### src/design/rgb_to_hsv_converter_top_macros.svh
// Assertion helpers for the color converter.
`ifndef RGB_TO_HSV_CONVERTER_TOP_MACROS_SVH
`define RGB_TO_HSV_CONVERTER_TOP_MACROS_SVH

// Check that cons holds in the same cycle as ante.
`define RHC_ASSERT_SAME(label, clk, rstn, ante, cons, msg) \
    label: assert property (@(posedge clk) disable iff (!(rstn)) (ante) |-> (cons)) \
        else $error(msg);

// Check that cons holds in the cycle after ante.
`define RHC_ASSERT_NEXT(label, clk, rstn, ante, cons, msg) \
    label: assert property (@(posedge clk) disable iff (!(rstn)) (ante) |=> (cons)) \
        else $error(msg);

`endif

### src/design/rhc_pkg.sv
package rhc_pkg;

    // Field widths
    localparam int unsigned CHAN_W     = 8;
    localparam int unsigned RES_W      = 15;
    localparam int unsigned NUM_W      = 23;
    localparam int unsigned DIV_STAGES = RES_W;
    localparam int unsigned LANES      = 2;

    // Lane numbers of the shared divider array
    localparam int unsigned LANE_HUE = 0;
    localparam int unsigned LANE_SAT = 1;

    // Scale constants
    localparam logic [NUM_W-1:0]  HUE_SECTOR = NUM_W'(3840);
    localparam logic [NUM_W-1:0]  PCT_SCALE  = NUM_W'(25600);
    localparam logic [CHAN_W-1:0] CHAN_MAX   = CHAN_W'(255);
    localparam logic [RES_W-1:0]  HUE_FULL   = RES_W'(23040);

    // Value by reciprocal multiply: (max * 25600 + 127) * ceil(2^31 / 255) >> 31
    localparam int unsigned      VAL_W     = 46;
    localparam int unsigned      VAL_SHIFT = 31;
    localparam logic [VAL_W-1:0] VAL_MUL   = 46'd215590528000;
    localparam logic [VAL_W-1:0] VAL_ADD   = 46'd1069531135;

    // Sector offsets in units of one sixth of a turn
    localparam logic [2:0] OFF_RED      = 3'd0;
    localparam logic [2:0] OFF_GREEN    = 3'd2;
    localparam logic [2:0] OFF_BLUE     = 3'd4;
    localparam logic [2:0] OFF_RED_WRAP = 3'd6;

    // Which channel holds the maximum
    typedef enum logic [1:0] {
        SECT_RED,
        SECT_GREEN,
        SECT_BLUE
    } sector_t;

    // One lane of the restoring divider
    typedef struct packed {
        logic [NUM_W-1:0]  rem;
        logic [CHAN_W-1:0] dvsr;
        logic [RES_W-1:0]  quo;
    } div_lane_t;

endpackage

### src/design/rgb_to_hsv_converter_top.sv
// Channel  | Ports                                   | Direction
// ---------+-----------------------------------------+----------
// pixel    | s_valid s_ready s_red s_green s_blue    | in
// hsv      | m_valid m_ready m_hue m_saturation      | out
//          | m_brightness                            |
//
// One pixel enters per cycle while the output is not stalled; the stages are
// min/max, numerators, 15 restoring divider steps at one quotient bit each, output register.
// Two divider lanes run side by side for hue and saturation; value comes
// from a reciprocal multiply of the max in the output stage.
// aresetn is synchronous and clears only the valid bits.
// A stalled output beat freezes the whole pipeline; nothing is dropped.

`include "rgb_to_hsv_converter_top_macros.svh"

module rgb_to_hsv_converter_top
    import rhc_pkg::*;
(
    input  logic              aclk,
    input  logic              aresetn,
    input  logic              s_valid,
    output logic              s_ready,
    input  logic [CHAN_W-1:0] s_red,
    input  logic [CHAN_W-1:0] s_green,
    input  logic [CHAN_W-1:0] s_blue,
    output logic              m_valid,
    input  logic              m_ready,
    output logic [RES_W-1:0]  m_hue,
    output logic [RES_W-1:0]  m_saturation,
    output logic [RES_W-1:0]  m_brightness
);

    logic advance;

    // Stage A: extremes and sector
    logic              vld_a_reg;
    logic [CHAN_W-1:0] red_a_reg, green_a_reg, blue_a_reg;
    logic [CHAN_W-1:0] max_a_reg, delta_a_reg;
    sector_t           sect_a_reg;

    logic [CHAN_W-1:0] max_a_next, min_a_next;
    sector_t           sect_a_next;

    // Stage B and divider steps
    div_lane_t         lane_reg  [DIV_STAGES+1][LANES];
    div_lane_t         lane_next [DIV_STAGES+1][LANES];
    logic [DIV_STAGES:0] vld_reg;
    logic [DIV_STAGES:0] grey_reg;
    logic [DIV_STAGES:0] black_reg;

    // Output register
    logic             m_valid_reg;
    logic [RES_W-1:0] m_hue_reg, m_sat_reg, m_val_reg;
    logic [RES_W-1:0] m_hue_next;
    logic [RES_W-1:0] m_val_next;
    logic [VAL_W-1:0] val_prod;

    // Advance every stage whenever the output slot is free or being drained
    assign advance = m_ready || !m_valid_reg;
    assign s_ready = advance;

    // Find max, min and the sector of the max channel
    always_comb begin
        max_a_next = s_red;
        min_a_next = s_red;
        if (s_green > max_a_next) max_a_next = s_green;
        if (s_blue > max_a_next)  max_a_next = s_blue;
        if (s_green < min_a_next) min_a_next = s_green;
        if (s_blue < min_a_next)  min_a_next = s_blue;
        priority if (s_red >= s_green && s_red >= s_blue) begin
            sect_a_next = SECT_RED;
        end else if (s_green >= s_blue) begin
            sect_a_next = SECT_GREEN;
        end else begin
            sect_a_next = SECT_BLUE;
        end
    end

    always_ff @(posedge aclk) begin
        if (!aresetn) begin
            vld_a_reg <= 1'b0;
        end else if (advance) begin
            vld_a_reg <= s_valid;
        end
        if (advance) begin
            red_a_reg   <= s_red;
            green_a_reg <= s_green;
            blue_a_reg  <= s_blue;
            max_a_reg   <= max_a_next;
            delta_a_reg <= max_a_next - min_a_next;
            sect_a_reg  <= sect_a_next;
        end
    end

    // Stage B: build rounded numerators for the two divisions
    logic [8:0]        diff_b;
    logic [2:0]        off_b;
    logic [10:0]       off_d_b;
    logic [10:0]       turns_b;
    logic [11:0]       turns_wide_b;

    always_comb begin
        unique case (sect_a_reg)
            SECT_RED: begin
                diff_b = {1'b0, green_a_reg} - {1'b0, blue_a_reg};
                off_b  = (green_a_reg >= blue_a_reg) ? OFF_RED : OFF_RED_WRAP;
            end
            SECT_GREEN: begin
                diff_b = {1'b0, blue_a_reg} - {1'b0, red_a_reg};
                off_b  = OFF_GREEN;
            end
            SECT_BLUE: begin
                diff_b = {1'b0, red_a_reg} - {1'b0, green_a_reg};
                off_b  = OFF_BLUE;
            end
            default: begin
                diff_b = '0;
                off_b  = OFF_RED;
            end
        endcase
        off_d_b      = 11'(off_b) * 11'(delta_a_reg);
        // Sum is never negative, so the low bits hold it exactly
        turns_wide_b = {1'b0, off_d_b} + {{3{diff_b[8]}}, diff_b};
        turns_b      = turns_wide_b[10:0];

        lane_next[0][LANE_HUE].rem  = NUM_W'(turns_b) * HUE_SECTOR
                                    + NUM_W'(delta_a_reg >> 1);
        lane_next[0][LANE_HUE].dvsr = delta_a_reg;
        lane_next[0][LANE_HUE].quo  = '0;

        lane_next[0][LANE_SAT].rem  = NUM_W'(delta_a_reg) * PCT_SCALE
                                    + NUM_W'(max_a_reg >> 1);
        lane_next[0][LANE_SAT].dvsr = max_a_reg;
        lane_next[0][LANE_SAT].quo  = '0;
    end

    always_ff @(posedge aclk) begin
        if (!aresetn) begin
            vld_reg[0] <= 1'b0;
        end else if (advance) begin
            vld_reg[0] <= vld_a_reg;
        end
        if (advance) begin
            lane_reg[0] <= lane_next[0];
            grey_reg[0]  <= (delta_a_reg == '0);
            black_reg[0] <= (max_a_reg == '0);
        end
    end

    // Divider steps: one quotient bit per stage, most significant first
    for (genvar k = 1; k <= DIV_STAGES; k++) begin : g_step
        localparam int unsigned BIT = DIV_STAGES - k;

        for (genvar l = 0; l < LANES; l++) begin : g_lane
            logic [NUM_W:0] trial;

            always_comb begin
                trial = ({{(NUM_W+1-CHAN_W){1'b0}}, lane_reg[k-1][l].dvsr}) << BIT;
                lane_next[k][l] = lane_reg[k-1][l];
                if ({1'b0, lane_reg[k-1][l].rem} >= trial) begin
                    lane_next[k][l].rem      = lane_reg[k-1][l].rem - trial[NUM_W-1:0];
                    lane_next[k][l].quo[BIT] = 1'b1;
                end
            end

            always_ff @(posedge aclk) begin
                if (advance) begin
                    lane_reg[k][l] <= lane_next[k][l];
                end
            end
        end

        always_ff @(posedge aclk) begin
            if (!aresetn) begin
                vld_reg[k] <= 1'b0;
            end else if (advance) begin
                vld_reg[k] <= vld_reg[k-1];
            end
            if (advance) begin
                grey_reg[k]  <= grey_reg[k-1];
                black_reg[k] <= black_reg[k-1];
            end
        end
    end

    // Output: drop hue for grey, wrap a full turn to zero, zero black saturation
    always_comb begin
        priority if (grey_reg[DIV_STAGES]) begin
            m_hue_next = '0;
        end else if (lane_reg[DIV_STAGES][LANE_HUE].quo >= HUE_FULL) begin
            m_hue_next = '0;
        end else begin
            m_hue_next = lane_reg[DIV_STAGES][LANE_HUE].quo;
        end
        // The saturation lane carries the max down as its divisor
        val_prod   = VAL_W'(lane_reg[DIV_STAGES][LANE_SAT].dvsr) * VAL_MUL + VAL_ADD;
        m_val_next = val_prod[VAL_SHIFT +: RES_W];
    end

    always_ff @(posedge aclk) begin
        if (!aresetn) begin
            m_valid_reg <= 1'b0;
        end else if (advance) begin
            m_valid_reg <= vld_reg[DIV_STAGES];
        end
        if (advance) begin
            m_hue_reg <= m_hue_next;
            m_sat_reg <= black_reg[DIV_STAGES] ? '0 : lane_reg[DIV_STAGES][LANE_SAT].quo;
            m_val_reg <= m_val_next;
        end
    end

    assign m_valid      = m_valid_reg;
    assign m_hue        = m_hue_reg;
    assign m_saturation = m_sat_reg;
    assign m_brightness = m_val_reg;

    // Checks on the result beat
    `RHC_ASSERT_SAME(a_hue_range, aclk, aresetn, m_valid, m_hue < HUE_FULL, "hue out of range")
    `RHC_ASSERT_SAME(a_pct_range, aclk, aresetn, m_valid,
        m_saturation <= RES_W'(25600) && m_brightness <= RES_W'(25600), "percent out of range")
    `RHC_ASSERT_SAME(a_grey_hue, aclk, aresetn, m_valid && m_saturation == '0,
        m_hue == '0, "grey pixel with nonzero hue")
    `RHC_ASSERT_SAME(a_black_sat, aclk, aresetn, m_valid && m_brightness == '0,
        m_saturation == '0, "black pixel with nonzero saturation")
    `RHC_ASSERT_NEXT(a_drain, aclk, aresetn, vld_reg[DIV_STAGES] && advance,
        m_valid, "finished beat not presented")

endmodule
### config.mk
export PLATFORM = sky130hd
export DESIGN_NAME = rgb_to_hsv_converter_top
export DESIGN_NICKNAME = d
export VERILOG_FILES = /design/src/design/rhc_pkg.sv /design/src/design/rgb_to_hsv_converter_top.sv
export VERILOG_INCLUDE_DIRS = /design/src /design/src/design
export SDC_FILE = /design/constraint.sdc
export NUM_CORES = 2
export LEC_CHECK = 0
export BUFFER_PORTS_ARGS = -buffer_cell sky130_fd_sc_hd__buf_4
export CORE_MARGIN = 1.5
export CORE_UTILIZATION = 36
export CTS_BUF_LIST = sky130_fd_sc_hd__clkbuf_16
export DETAILED_ROUTE_END_ITERATION = 16
export GPL_ROUTABILITY_DRIVEN = 1
export PLACE_DENSITY = 0.59
export SKIP_LAST_GASP = 1
export SYNTH_ARGS = -nofsm -noshare
export SYNTH_HDL_FRONTEND = slang
export SYNTH_SLANG_ARGS = --single-unit
### constraint.sdc
create_clock -name aclk -period 36.4 [get_ports aclk]
set_input_delay 1.82 -clock aclk [delete_from_list [all_inputs] [get_ports aclk]]
set_output_delay 1.82 -clock aclk [all_outputs]
set_load 0.02 [all_outputs]
; Yosys cells after proc, flatten, opt, wreduce, memory -nomap -nowiden
; Memories as Yosys holds them, arrays and structs flattened.
; Cells that the tools add are included.
[word_totals]
inputBits = 28
ramBits = 1472
reg_bits = 137
output_inout_bits = 47
word_cells = 220
memories = 1
[memory_table]
columns = name, depth, width, rd, rd_clocked_by_memory_dff, wr, line
row1 = lane_reg, 16, 92, 16, 0, 16, rgb_to_hsv_converter_top.sv:45  ; div_lane_t lane_reg [DIV_STAGES+1][LANES];
[op_classes]
n_reduce_logical = 7
n_mux = 70
n_addsub = 38
n_eq_ne = 2
n_mul = 4
order_cmp = 39
[ops]
columns = op, count
row1 = $mux W23, 30
row2 = $add A23 B7 Y23, 2
row3 = $add A46 B30 Y46 const B, 1
row4 = $ge A23 B10 Y1, 2
row5 = $ge A23 B11 Y1, 2
row6 = $ge A23 B12 Y1, 2
row7 = $ge A23 B13 Y1, 2
row8 = $ge A23 B14 Y1, 2
row9 = $ge A23 B15 Y1, 2
row10 = $ge A23 B16 Y1, 2
row11 = $ge A23 B17 Y1, 2
row12 = $ge A23 B18 Y1, 2
row13 = $ge A23 B19 Y1, 2
row14 = $ge A23 B20 Y1, 2
row15 = $ge A23 B21 Y1, 2
row16 = $ge A23 B22 Y1, 2
row17 = $ge A23 B8 Y1, 2
row18 = $ge A23 B9 Y1, 2
row19 = $sub A23 B10 Y23, 2
row20 = $sub A23 B11 Y23, 2
row21 = $sub A23 B12 Y23, 2
row22 = $sub A23 B13 Y23, 2
row23 = $sub A23 B14 Y23, 2
row24 = $sub A23 B15 Y23, 2
row25 = other kinds (34), 85

; Longest topological paths before layout
[logic_depth]
ltp_word = 7
depth_mapped = 33
depth_no_buf = 33

; Least setup slack after synthesis
; No wires, ideal clock.
[synth_timing]
path_type = input to register
startpoint = input port m_ready
endpoint = register black_reg[0] (enable)
setup_slack_ps = 2775
arrival_ps = 31743
setup_time_ps = 1882
path_stages = 4
path_buffers = 2
path_cell_list = nor2b_1 > clkbuf_1 > clkinv_1 > clkbuf_1
[synth_between]
elab_chain_cells = 1
[synth_rtl]
columns = item, line
row1 = start: declaration, rgb_to_hsv_converter_top.sv:27  ; input logic m_ready,
row2 = $logic_or A1 B1 Y1, rgb_to_hsv_converter_top.sv:59  ; assign advance = m_ready || !m_valid_reg;
row3 = named net s_ready, rgb_to_hsv_converter_top.sv:22  ; output logic s_ready,
row4 = end signal: assignment, rgb_to_hsv_converter_top.sv:146  ; black_reg[0] <= (max_a_reg == '0);
row5 = end: declaration, rgb_to_hsv_converter_top.sv:49  ; logic [DIV_STAGES:0] black_reg;
; The timed path passes the listed nets, and every way through them passes these cells.
; A chain may end at the register's enable or synchronous reset.

==> run_results.csv <==
group,metric,value,unit
cts,cts_buffers,118,
grt,gr-usage-all-layers,12.97,%
synth,synth_common_cells,"edfxtp_1, inv_1, ha_1, nand2_1, nor2_1",
worst_hold_path,whs_path_depth,0,
worst_setup_path,path_delay_family,"compound AO/OA/AOI/OAI gates",
worst_setup_path,cp_slowest_stage_delay,0.59,ns
synth,avgSynthCellArea,11.98,sq um
die,die_h,407.8,microns
timing,timing.final.crit_share,22.15,%
routing,detail_route.vias_per_cell,4.893,
timing,finalHoldViolations,0,
synth,syn_nets,5462,
cts,insertion_delay,0.73,ns
synth,synth.most_common_cell,"edfxtp_1",
timing,finalMaxSlewViolations,0,
cts,htree_levels,3,
worst_setup_path,startpoint_type,"flip-flop",
die,row_count,148,
worst_setup_path,end_kind,"flip-flop",
routing,first_pass_iters,5,
die,fp.dieArea,0.1663,sq mm
cts,cts.clk_slew.worst_paths,0.06,ns
worst_setup_path,critPathKind,"flip-flop to flip-flop",
timing,tightest_slew,1.117,ns
synth,synth_area,0.05899,sq mm
synth,synth_largest_area_cell,"edfxtp_1",
synth,synth-seq-cells,1106,
timing,rsz0062_at_grt,"no",
finish,drive_above_1_share,6.905,%
die,pin_count,75,
timing,tns,0,ns
timing,fin_crit,8.062,ns
synth,synth_cell_types,98,
worst_setup_path,crit_slowest_cell,"o21ai_0",
grt,grt.overflow.total,0,
timing,setup_viol,0,
synth,yosysTopAreaCellShare,55.39,%
synth,synth_enable_flop_cells,1088,
cts,cts_root_buf,"clkbuf_16",
timing,max_freq,124.0,MHz
worst_setup_path,cp_data_required_time,36.85,ns
worst_setup_path,reg2reg_depth,31,
routing,drtIter0Drc,1520,
flow_run,drv_cap,0,
worst_setup_path,ff2ff_setup_slack,28.34,ns
routing,drc,0,
synth,ys_warn_count,0,
die,core-area,0.1628,sq mm
synth,ys_seq_area_share,56.00,%
cts,cts_resized,0,
finish,fin_nets,5616,
grt,antenna_found_initial,1,
cts,ctsHoldBuffers,0,
routing,ant_nets,0,
outcome,status,"complete, no violations",
worst_setup_path,r2r_end,"lane_reg[0][90]",
finish,largest_reg_flops,969,
synth,ys_async_sr_fraction,0,%
synth,syn_inst,4922,
worst_setup_path,path_buf_inv,3,
placed_design,numPortBuffers,74,
grt,grt_max_degree,93,
worst_setup_path,cp.arrival,8.51,ns
worst_hold_path,hold_path_startpoint,"lane_reg[3][149]",
placed_design,gp_congestion,0.8608,
timing,slew_headroom,25.23,%
die,floorplan.initialDensity,36.24,%
die,chipWidth,407.8,microns
cts,cts_tree,"yes",
synth,synth_ff_type,"edfxtp_1",
worst_hold_path,hold_end,"lane_reg[4][57]",
grt,grt_pass1_vias,36673,
routing,dr_total_vias,35952,
worst_hold_path,hp-class,"flip-flop to flip-flop",
finish,area_growth,11.71,%
cts,cts_sinks,1106,
routing,drt_wl_total,109300,microns
cts,clockBufferDepth,3,
timing,skew,0.04223,ns
cts,cts_setup_buffers,0,
worst_setup_path,cp_max_fo,8,
routing,wl_per_cell,14.87,microns
grt,grt_pass1_wl,178300,microns
synth,synthTopCellsByArea,"edfxtp_1, ha_1, inv_1, xnor2_1, fa_1",
worst_setup_path,timing.rr.start,"blue_a_reg[1]",
placed_design,dp_hpwl,82310,microns
[cells by family (layout without fill, tap and decap cells)]
kind of cell	count (synthesis)	count (layout)	synth area share (%)
flops	1106	1106	56.00
buf+inv	624	872	4.020
compound gates	884	884	9.594
xor+xnor	360	360	5.345
simple gates	1363	1363	11.84
other cells	0	3	0
fa+ha+maj	512	512	11.85
mux	73	73	1.345
[routing by layer]
| layer | vias to the layer above | share of wire, % | track usage [%] |
|---|---|---|---|
| li1 | 18145 | - | - |
| met1 | 17108 | 40 | 14.00 |
| met2 | 478 | 54 | 25.26 |
| met3 | 221 | 3.1 | 2.083 |
| met4 | 0 | 3.1 | 4.413 |
| met5 | - | 0 | 0 |
[metrics by stage]
| step | instance area, sq um | setup slack, ns | hold WS, ns | instances | utilization, % |
|---|---|---|---|---|---|
| floorplan | 58990 | 2.775 | 0.4003 | 4922 | - |
| global placement | 62200 | 28.46 | 0.4005 | 7131 | 38.21 |
| detailed placement | 62200 | 28.31 | 0.4045 | 7131 | 38.21 |
| CTS | 65890 | 28.28 | 0.3747 | 7345 | 40.48 |
| global route | 65890 | 27.40 | 0.3940 | 7345 | 40.48 |
| finish | 65900 | 28.34 | 0.3796 | 7348 | 40.48 |
[placed cells by master, fill, tap and decap left out, types with 19 or more instances in the layout]
cell,n
nand2_1,330
or3_1,31
and2_1,44
mux2_2,40
mux2i_1,32
nand3b_1,19
fa_1,78
o21ai_0,261
xnor2_1,198
a21oi_1,206
o21a_1,55
nand4_1,63
clkbuf_16,120
nor2_1,311
clkinv_1,25
ha_1,434
and3_1,24
nor3_1,108
nor4_1,83
xor2_1,162
a21boi_0,82
inv_1,586
nor2b_1,107
edfxtp_1,1088
o31ai_1,41
buf_4,99
or4_1,19
nand3_1,59
nand2b_1,60
a21o_1,76
or2_2,19
[how the worst max path moves through the flow]
stage | start | to | cells after the start
finish | blue_a_reg[1] | lane_reg[0][90] | 31
global route | blue_a_reg[1] | lane_reg[0][90] | 31
CTS | blue_a_reg[1] | lane_reg[0][90] | 31
detailed placement | blue_a_reg[1] | lane_reg[0][90] | 31
global placement | blue_a_reg[1] | lane_reg[0][91] | 31
floorplan | m_ready | black_reg[0] | 4
[final cells by class]
cell class,count,area [sq um]
antenna,3,7.507
clock inverter,94,684.4
timing repair buffer,99,743.2
inverter,559,2106
tap,2175,2721
clock buffer,120,3003
sequential,1106,33030
multi-input combinational,3192,23600
fill,15172,96880
[worst register-to-register path, delay by kind of cell (launching register included)]
kind            cells  cell delay (ns)
buf+inv             3             0.35
compound gates     15             3.33
fa+ha+maj           7             2.67
simple gates        4             0.64
xor+xnor            2             0.36
flops               1             0.44
Power is not shown: default switching activity piles up to over one toggle a cycle in this logic, so the estimate is an artifact.
